<file path="config.mk">
export PLATFORM = sky130hd
export DESIGN_NAME = key_repeat_accelerator
export DESIGN_NICKNAME = d
export VERILOG_FILES = /design/src/rtl/kra_pkg.sv /design/src/rtl/key_repeat_accelerator.sv /design/src/rtl/kra_datapath.sv /design/src/rtl/kra_controller.sv
export SDC_FILE = /design/constraint.sdc
export NUM_CORES = 1
export LEC_CHECK = 0
export BUFFER_PORTS_ARGS = -buffer_cell sky130_fd_sc_hd__buf_4
export CAP_MARGIN = 20
export CORE_MARGIN = 4
export CORE_UTILIZATION = 45
export CTS_CLUSTER_SIZE = 12
export DETAILED_ROUTE_END_ITERATION = 8
export PLACE_DENSITY = 0.63
export SLEW_MARGIN = 5
export SYNTH_ARGS = -nofsm -noshare
export SYNTH_HDL_FRONTEND = slang
export SYNTH_SLANG_ARGS = --single-unit
</file>
<file path="constraint.sdc">
create_clock -name i_clk -period 7.75 [get_ports i_clk]
set_input_delay 1.1625 -clock i_clk [delete_from_list [all_inputs] [get_ports i_clk]]
set_output_delay 1.1625 -clock i_clk [all_outputs]
set_load 0.02 [all_outputs]
</file>
<file path="src/rtl/kra_pkg.sv">
// package for the key repeat accelerator: constants, register indexes and control types
package kra_pkg;

    // fixed field widths
    localparam int VALUE_W    = 16;
    localparam int TIME_W     = 32;
    localparam int OUT_W      = 20;
    localparam int CFG_RATE_W = 12;
    localparam int DELAY_W    = 16;
    localparam int COUNT_W    = 8;
    localparam int CFG_IDX_W  = 3;
    localparam int CFG_DATA_W = 16;
    localparam int PAIR_W     = 4;

    localparam logic [PAIR_W-1:0] MAX_PAIRS = 4'd15;

    // default fraction bits of the rate
    localparam int DEF_RATE_FRAC_BITS = 8;

    // register indexes
    localparam logic [CFG_IDX_W-1:0] REG_ACCEL_RATE    = 3'd0;
    localparam logic [CFG_IDX_W-1:0] REG_MAX_RATE      = 3'd1;
    localparam logic [CFG_IDX_W-1:0] REG_MAX_DELAY_MS  = 3'd2;
    localparam logic [CFG_IDX_W-1:0] REG_MIN_PRESSES   = 3'd3;
    localparam logic [CFG_IDX_W-1:0] REG_RELATIVE_MODE = 3'd4;

    // register reset values
    localparam logic [CFG_RATE_W-1:0] RST_ACCEL_RATE   = 12'd576;
    localparam logic [CFG_RATE_W-1:0] RST_MAX_RATE     = 12'd3840;
    localparam logic [DELAY_W-1:0]    RST_MAX_DELAY_MS = 16'd300;
    localparam logic [COUNT_W-1:0]    RST_MIN_PRESSES  = 8'd2;
    localparam logic                  RST_RELATIVE     = 1'b0;

    // commands from the controller to the datapath
    typedef struct packed {
        logic latch;       // capture the input transaction
        logic update;      // gap check, press count and rate update
        logic prep;        // product or overhead accumulation
        logic load_first;  // load the first result
        logic load_rel;    // load a release result
        logic load_press;  // load a repeated press result
        logic finish;      // clamp overhead after the last result
    } t_dp_cmd;

    // status from the datapath to the controller
    typedef struct packed {
        logic out_last;    // result held in the output register is the final one
    } t_dp_status;

endpackage

</file>
<file path="src/rtl/key_repeat_accelerator.sv">
// top level of the key repeat accelerator: stream ports, register port, controller and datapath
//
// Each input transaction carries an event value and a millisecond timestamp. When the gap since
// the previous event exceeds max_delay_ms the acceleration state is cleared and the value passes
// through as one result. A press (+1 or -1) within the window raises the press count and, once
// min_presses is reached, grows the rate by accel_rate up to max_rate. In relative mode one
// result carries the value times the rate rounded half up; in key mode the rate is added to the
// overhead, the value is sent, and then up to 15 release/press pairs (0, value) follow while the
// overhead exceeds 1.0. Any other value passes through. tlast marks the final result of each input.
// Sequence per input: accept, update, prepare and first load, then the results, n of them (1 to 31).
// The result sequencer delivers one result a cycle from the output register while the output side
// is ready, and takes the next input only after the final result of the current one has left.
// The configuration port is always ready; write registers only while the block is idle.
module key_repeat_accelerator #(
    parameter int RATE_FRAC_BITS = kra_pkg::DEF_RATE_FRAC_BITS
) (
    input  logic        i_clk,
    input  logic        i_rst_n,
    // input events
    input  logic        i_s_axis_tvalid,
    output logic        o_s_axis_tready,
    input  logic [47:0] i_s_axis_tdata,   // [15:0] event_value (signed), [47:16] time_ms
    // results
    output logic        o_m_axis_tvalid,
    input  logic        i_m_axis_tready,
    output logic [23:0] o_m_axis_tdata,   // [19:0] out_value (signed), [23:20] zero
    output logic        o_m_axis_tlast,   // last
    // configuration writes
    input  logic        i_cfg_valid,
    output logic        o_cfg_ready,
    input  logic [kra_pkg::CFG_IDX_W-1:0]  i_cfg_index,
    input  logic [kra_pkg::CFG_DATA_W-1:0] i_cfg_data
);

    kra_pkg::t_dp_cmd    w_cmd;
    kra_pkg::t_dp_status w_status;
    logic [kra_pkg::OUT_W-1:0] w_out_value;

    // registers accept a transaction in any cycle
    assign o_cfg_ready = 1'b1;

    kra_controller u_ctrl (
        .i_clk       (i_clk),
        .i_rst_n     (i_rst_n),
        .i_in_valid  (i_s_axis_tvalid),
        .o_in_ready  (o_s_axis_tready),
        .o_out_valid (o_m_axis_tvalid),
        .i_out_ready (i_m_axis_tready),
        .i_status    (w_status),
        .o_cmd       (w_cmd)
    );

    kra_datapath #(
        .RATE_FRAC_BITS (RATE_FRAC_BITS)
    ) u_dp (
        .i_clk         (i_clk),
        .i_rst_n       (i_rst_n),
        .i_cfg_valid   (i_cfg_valid),
        .i_cfg_index   (i_cfg_index),
        .i_cfg_data    (i_cfg_data),
        .i_event_value (i_s_axis_tdata[15:0]),
        .i_time_ms     (i_s_axis_tdata[47:16]),
        .i_cmd         (w_cmd),
        .o_status      (w_status),
        .o_out_value   (w_out_value),
        .o_last        (o_m_axis_tlast)
    );

    // pad the result to whole bytes
    assign o_m_axis_tdata = {4'b0000, w_out_value};

endmodule

</file>
<file path="src/rtl/kra_datapath.sv">
// datapath of the key repeat accelerator: registers, state, rate arithmetic and output register
module kra_datapath #(
    parameter int RATE_FRAC_BITS = kra_pkg::DEF_RATE_FRAC_BITS
) (
    input  logic                            i_clk,
    input  logic                            i_rst_n,
    input  logic                            i_cfg_valid,
    input  logic [kra_pkg::CFG_IDX_W-1:0]   i_cfg_index,
    input  logic [kra_pkg::CFG_DATA_W-1:0]  i_cfg_data,
    input  logic [kra_pkg::VALUE_W-1:0]     i_event_value,
    input  logic [kra_pkg::TIME_W-1:0]      i_time_ms,
    input  kra_pkg::t_dp_cmd                i_cmd,
    output kra_pkg::t_dp_status             o_status,
    output logic [kra_pkg::OUT_W-1:0]       o_out_value,
    output logic                            o_last
);

    localparam int RateW  = (RATE_FRAC_BITS + 1 > kra_pkg::CFG_RATE_W) ?
                            RATE_FRAC_BITS + 1 : kra_pkg::CFG_RATE_W;
    localparam int OvhW   = RateW + 1;
    localparam int MultW  = RateW + 1 - RATE_FRAC_BITS;

    localparam logic [OvhW-1:0] One  = {{(OvhW-1){1'b0}}, 1'b1} << RATE_FRAC_BITS;
    localparam logic [OvhW-1:0] Half = {{(OvhW-1){1'b0}}, 1'b1} << (RATE_FRAC_BITS - 1);

    // configuration registers
    logic [kra_pkg::CFG_RATE_W-1:0] r_accel_rate;
    logic [kra_pkg::CFG_RATE_W-1:0] r_max_rate;
    logic [kra_pkg::DELAY_W-1:0]    r_max_delay;
    logic [kra_pkg::COUNT_W-1:0]    r_min_presses;
    logic                           r_relative;

    // block state
    logic [kra_pkg::COUNT_W-1:0]    r_count;
    logic [RateW-1:0]               r_rate;
    logic [OvhW-1:0]                r_ovh;
    logic [kra_pkg::TIME_W-1:0]     r_last_time;

    // per transaction
    logic signed [kra_pkg::VALUE_W-1:0] r_v;
    logic [kra_pkg::TIME_W-1:0]         r_t;
    logic                               r_pass;
    logic [kra_pkg::PAIR_W-1:0]         r_pairs;
    logic signed [kra_pkg::OUT_W-1:0]   r_prod;
    logic [kra_pkg::OUT_W-1:0]          r_out;
    logic                               r_out_last;

    logic [kra_pkg::TIME_W-1:0]         w_gap;
    logic                               w_long;
    logic                               w_press;
    logic [kra_pkg::COUNT_W-1:0]        n_count;
    logic [RateW:0]                     w_sum;
    logic [RateW:0]                     w_max_ext;
    logic [RateW-1:0]                   n_rate;
    logic [OvhW-1:0]                    w_round;
    logic [MultW-1:0]                   w_mult;
    logic signed [kra_pkg::OUT_W-1:0]   w_v_ext;
    logic signed [kra_pkg::OUT_W-1:0]   w_m_ext;
    logic signed [kra_pkg::OUT_W-1:0]   w_prod;
    logic                               w_more;

    always_comb begin
        w_gap     = r_t - r_last_time;
        w_long    = w_gap > {{(kra_pkg::TIME_W-kra_pkg::DELAY_W){1'b0}}, r_max_delay};
        w_press   = (r_v == 16'sd1) || (r_v == -16'sd1);
        n_count   = (r_count != {kra_pkg::COUNT_W{1'b1}}) ? r_count + 8'd1 : r_count;
        w_sum     = {1'b0, r_rate} + (RateW+1)'(r_accel_rate);
        w_max_ext = (RateW+1)'(r_max_rate);
        n_rate    = (w_sum > w_max_ext) ? RateW'(r_max_rate) : w_sum[RateW-1:0];
        w_round   = {1'b0, r_rate} + Half;
        w_mult    = w_round[RateW:RATE_FRAC_BITS];
        w_v_ext   = kra_pkg::OUT_W'(r_v);
        w_m_ext   = $signed(kra_pkg::OUT_W'(w_mult));
        w_prod    = w_v_ext * w_m_ext;
        w_more    = (r_ovh > One) && (r_pairs != kra_pkg::MAX_PAIRS);
    end

    // configuration writes
    always_ff @(posedge i_clk) begin
        if (!i_rst_n) begin
            r_accel_rate  <= kra_pkg::RST_ACCEL_RATE;
            r_max_rate    <= kra_pkg::RST_MAX_RATE;
            r_max_delay   <= kra_pkg::RST_MAX_DELAY_MS;
            r_min_presses <= kra_pkg::RST_MIN_PRESSES;
            r_relative    <= kra_pkg::RST_RELATIVE;
        end else if (i_cfg_valid) begin
            case (i_cfg_index)
                kra_pkg::REG_ACCEL_RATE:    r_accel_rate  <= i_cfg_data[kra_pkg::CFG_RATE_W-1:0];
                kra_pkg::REG_MAX_RATE:      r_max_rate    <= i_cfg_data[kra_pkg::CFG_RATE_W-1:0];
                kra_pkg::REG_MAX_DELAY_MS:  r_max_delay   <= i_cfg_data;
                kra_pkg::REG_MIN_PRESSES:   r_min_presses <= i_cfg_data[kra_pkg::COUNT_W-1:0];
                kra_pkg::REG_RELATIVE_MODE: r_relative    <= i_cfg_data[0];
                default: ;
            endcase
        end
    end

    // acceleration state
    always_ff @(posedge i_clk) begin
        if (!i_rst_n) begin
            r_count     <= '0;
            r_rate      <= One[RateW-1:0];
            r_ovh       <= '0;
            r_last_time <= '0;
        end else begin
            if (i_cmd.update) begin
                r_last_time <= r_t;
                if (w_long) begin
                    r_count <= '0;
                    r_rate  <= One[RateW-1:0];
                    r_ovh   <= '0;
                end else if (w_press) begin
                    r_count <= n_count;
                    if (n_count >= r_min_presses) begin
                        r_rate <= n_rate;
                    end
                end
            end
            if (i_cmd.prep && !r_pass && !r_relative) begin
                r_ovh <= r_ovh + OvhW'(r_rate);
            end
            if (i_cmd.load_rel) begin
                r_ovh <= r_ovh - One;
            end
            if (i_cmd.finish && (r_ovh > One)) begin
                r_ovh <= One;
            end
        end
    end

    // transaction payload and result register
    always_ff @(posedge i_clk) begin
        if (i_cmd.latch) begin
            r_v <= $signed(i_event_value);
            r_t <= i_time_ms;
        end
        if (i_cmd.update) begin
            r_pass <= w_long || !w_press;
        end
        if (i_cmd.prep) begin
            r_prod  <= w_prod;
            r_pairs <= '0;
        end
        if (i_cmd.load_first) begin
            r_out      <= (!r_pass && r_relative) ? r_prod : w_v_ext;
            r_out_last <= r_pass || r_relative || !w_more;
        end
        if (i_cmd.load_rel) begin
            r_out      <= '0;
            r_out_last <= 1'b0;
            r_pairs    <= r_pairs + 4'd1;
        end
        if (i_cmd.load_press) begin
            r_out      <= w_v_ext;
            r_out_last <= !w_more;
        end
    end

    assign o_out_value       = r_out;
    assign o_last            = r_out_last;
    assign o_status.out_last = r_out_last;

endmodule

</file>
<file path="src/rtl/kra_controller.sv">
// controller state machine of the key repeat accelerator
module kra_controller (
    input  logic                 i_clk,
    input  logic                 i_rst_n,
    input  logic                 i_in_valid,
    output logic                 o_in_ready,
    output logic                 o_out_valid,
    input  logic                 i_out_ready,
    input  kra_pkg::t_dp_status  i_status,
    output kra_pkg::t_dp_cmd     o_cmd
);

    typedef enum logic [2:0] {
        S_IDLE,
        S_UPD,
        S_PREP,
        S_FIRST,
        S_SEND
    } t_state;

    t_state r_state;
    logic   r_in_ready;
    logic   r_valid;
    logic   r_rel_sent;
    logic   w_in_acc;
    logic   w_out_acc;

    assign w_in_acc  = i_in_valid && r_in_ready;
    assign w_out_acc = r_valid && i_out_ready;

    always_comb begin
        o_cmd            = '0;
        o_cmd.latch      = w_in_acc;
        o_cmd.update     = (r_state == S_UPD);
        o_cmd.prep       = (r_state == S_PREP);
        o_cmd.load_first = (r_state == S_FIRST);
        if ((r_state == S_SEND) && w_out_acc) begin
            o_cmd.finish     = i_status.out_last;
            o_cmd.load_rel   = !i_status.out_last && !r_rel_sent;
            o_cmd.load_press = !i_status.out_last && r_rel_sent;
        end
    end

    always_ff @(posedge i_clk) begin
        if (!i_rst_n) begin
            r_state    <= S_IDLE;
            r_in_ready <= 1'b1;
            r_valid    <= 1'b0;
            r_rel_sent <= 1'b0;
        end else begin
            case (r_state)
                S_IDLE: begin
                    if (w_in_acc) begin
                        r_in_ready <= 1'b0;
                        r_state    <= S_UPD;
                    end
                end
                S_UPD: begin
                    r_state <= S_PREP;
                end
                S_PREP: begin
                    r_state <= S_FIRST;
                end
                S_FIRST: begin
                    r_valid    <= 1'b1;
                    r_rel_sent <= 1'b0;
                    r_state    <= S_SEND;
                end
                S_SEND: begin
                    if (w_out_acc) begin
                        if (i_status.out_last) begin
                            r_valid    <= 1'b0;
                            r_in_ready <= 1'b1;
                            r_state    <= S_IDLE;
                        end else begin
                            r_rel_sent <= !r_rel_sent;
                        end
                    end
                end
                default: begin
                    r_state    <= S_IDLE;
                    r_in_ready <= 1'b1;
                    r_valid    <= 1'b0;
                end
            endcase
        end
    end

    assign o_in_ready  = r_in_ready;
    assign o_out_valid = r_valid;

`ifndef NO_ASSERTIONS
    a_no_overlap: assert property (@(posedge i_clk) disable iff (!i_rst_n)
        !(r_valid && r_in_ready))
        else $error("input ready while a result is pending");

    a_send_valid: assert property (@(posedge i_clk) disable iff (!i_rst_n)
        (r_state == S_SEND) |-> r_valid)
        else $error("send state without a valid result");

    a_accept_upd: assert property (@(posedge i_clk) disable iff (!i_rst_n)
        w_in_acc |=> (r_state == S_UPD))
        else $error("accepted transaction not followed by update");

    a_last_ready: assert property (@(posedge i_clk) disable iff (!i_rst_n)
        (w_out_acc && i_status.out_last) |=> (r_in_ready && !r_valid))
        else $error("block not ready after the final result");

    a_more_valid: assert property (@(posedge i_clk) disable iff (!i_rst_n)
        (w_out_acc && !i_status.out_last) |=> r_valid)
        else $error("result stream cut before the final result");
`endif

endmodule
</file>
==> flow_summary.toml <==
[layout]
fillers = 2953
final_core_util_pct = 51.8
areaGrowthSynthToFinish_pct = 13.0
diodes = 0
finalNetCount = 1951
drive_gt1_share_pct = 9.56
fin_cells = 2118

[placed_design]
dp_cells = 2071
gp_routability_congestion = 0.853
pre_cts_ws_ns = 1.53
dp_hpwl_um = 24900
io_buffer_count = 94

[grt]
grt-ovfl-total = 0
antenna_found_initial = 0
track_usage_pct = 18.4
grt_pass1_vias = 11100
grt_pass1_wl_um = 55100
grt_max_degree = 82

[clock_tree]
clock_sinks = 214
post_cts_resize_count = 0
post-cts-setup-buffers = 0
cts_root_buf = "clkbuf_16"
hold_buffers = 0
insertion_delay_ns = 0.52
cts_buffer_depth = 3
cts_tree = "yes"
cts_made_buffers = 25
clk_pin_slew_ns = 0.06
htreeDepth = 1

[sta]
drv_slew = 0
setup_slack_ns = 1.52
hold_viol = 0
tightest_slew_ns = 1.00
setup_tns_ns = 0
fin_skew_ns = 0.00920
finalHoldWorstSlack_ns = 0.453
setup_viol = 0
rsz0062_at_grt = "no"
fin_crit_ns = 6.23
fmax_ghz = 0.160
relSlewSlack_pct = 32.6
finalCritPeriodShare_pct = 80.4

[drt]
ant_nets = 0
drt_iter0_drc = 552
post_drt_via_cell_ratio = 5.40
drtPass1Iterations = 5
routed_wl_um = 33100
wl_per_cell_um = 15.6
dr_total_vias = 11400
drc_errors = 0

[synth]
synth_cells = 1624
ys_seq_area_share_pct = 36.0
synthTopCellsByCount = "nand2_1 (255), a21oi_1 (156), inv_1 (143)"
synth_top_area_share_pct = 19.4
yosysUniqueCellTypes = 84
synth-edff-count = 94
netlist_top_cells_area = "edfxtp_1 (19%), dfxtp_1 (17%), ha_1 (11%), fa_1 (6.8%), nand2_1 (6.6%)"
avgSynthCellArea_sq_um = 8.95
synth_ff_type = "dfxtp_1"
netlist_area_sq_um = 14500
synthArstFlopShare_pct = 0
ys_ff_latch = 214
synth_area_leader_cell = "edfxtp_1"
yosysMostFrequentCell = "nand2_1"
ys_warn_count = 0

[worst_hold_path]
min_path_cells = 2
min_path_type = "flip-flop to flip-flop"

[setup_path]
critPathCaptureType = "flip-flop"
slowest_stage = "or4_1"
cp-start-kind = "flip-flop"
required_ns = 8.20
path_depth = 19
cp_num_buf_inv = 0
critPathKind = "flip-flop to flip-flop"
crit_family = "simple AND/OR/NAND/NOR gates"
crit_arrival_ns = 6.68
path_cells = "ha_1 > a211o_1 > a21o_1 > or2_1 > o211ai_1 > nand2_1 > a21oi_1 > xnor2_1 > ha_1 > nand4_1 > nor3_1 > a2111oi_0 > a21oi_1 > or3_1 > or4_1 > or4_1 > or4_1 > or4b_1 > a21oi_1"
crit_fanout = 24
critPathMaxStageDelay_ns = 0.93
reg2reg_depth = 19

[power]
p_sw_share_pct = 27.5
cellLeakagePower_uw = 0.00680
p_per_area_nw_per_um2 = 182
ir_drop_uv = 197
switchingPower_uw = 824
cell_internal_pwr_uw = 2170
power_frac_seq_pct = 42.8
clkPwrFrac_pct = 39.2
combPwrFrac_pct = 18.0

[floorplanning]
rows = 65
io_pins = 100
die_h_um = 188
start_util_pct = 45.8
core_region_area_sq_um = 31700
dieArea_sq_um = 35200
die_w_um = 188

[job]
max_cap_violations = 0

[run_status]
outcome = "finished clean"
-- cells by family after synthesis --
group                      count (synthesis)  share of synthesized area, %
adders and majority gates                181                          18.1
xor gates and xnor gates                  72                          4.34
muxes                                     14                         0.982
AOI/OAI and AO/OA                        363                          16.1
other                                      2                        0.0517
DFF                                      214                          36.0
and+or+nand+nor                          571                          18.9
buffers and inverters                    207                          5.51
-- power groups by stage --
stage               logic, uW  registers [uW]  clock network, uW
finish                    539            1280               1170
global route              608            1290               1250
CTS                       540            1280               1210
detailed placement        537            1310                  0
global placement          527            1310                  0
floorplan                 395            1290                  0
-- cell usage in the layout (no fill, tap or decap), types with 43 or more instances in the layout --
| cell | netlist | layout |
|---|---|---|
| nor2b_1 | 43 | 43 |
| edfxtp_1 | 94 | 94 |
| ha_1 | 132 | 132 |
| dfxtp_1 | 120 | 120 |
| a21oi_1 | 156 | 156 |
| nor2_1 | 66 | 66 |
| inv_1 | 143 | 143 |
| nand2_1 | 255 | 255 |
| fa_1 | 49 | 49 |
| buf_4 | 5 | 105 |
| and2_1 | 53 | 52 |
| xnor2_1 | 51 | 51 |
-- sequential cells by signal (all words and copies together) (netlist names), 12 cells and up, named ones only --
signal             count
u_dp.r_max_delay      16
u_dp.r_accel_rate     12
u_dp.r_prod           20
u_dp.r_last_time      32
u_dp.r_t              32
u_dp.r_v              16
u_dp.r_max_rate       12
u_dp.o_out_value      20
u_dp.r_rate           12
-- metrics by stage --
step | power, uW | area [sq um]
global route | 3150 | 16400
detailed placement | 1840 | 15600
floorplan | 1690 | 14500
finish | 3000 | 16400
CTS | 3030 | 16400
global placement | 1830 | 15600
-- per-layer routing --
metal	part of all wire, %	GRT usage, %
met5	0	0
met4	1.7	3.08
met3	4.6	2.79
met2	46	30.7
met1	48	25.7
-- final timing paths --
| check | start | end | slack, ns |
|---|---|---|---|
| max reg2reg | u_dp.r_t[6] | u_dp.r_count[0] | 1.52 |
| min | u_dp.r_min_presses[4] | u_dp.r_min_presses[4] | 0.45 |
| min reg2reg | u_dp.r_min_presses[4] | u_dp.r_min_presses[4] | 0.45 |
| max | u_dp.r_t[6] | u_dp.r_count[0] | 1.52 |
-- tightest hold or removal path, delay by kind of cell (launching register included) --
kind | cells | cell delay [ns]
DFF | 1 | 0.30
and+or+nand+nor | 1 | 0.05
AOI/OAI and AO/OA | 1 | 0.05
-- final cells by class --
type | count | area (sq um) | share of cell area (%)
multi-input combinational | 1206 | 8520 | 51.9
sequential | 214 | 5230 | 31.8
timing repair buffer | 106 | 803 | 4.89
clock buffer | 36 | 727 | 4.43
inverter | 145 | 544 | 3.31
tap | 402 | 503 | 3.06
clock inverter | 9 | 100 | 0.609
Note: power is estimated with default switching activity, not from simulation.
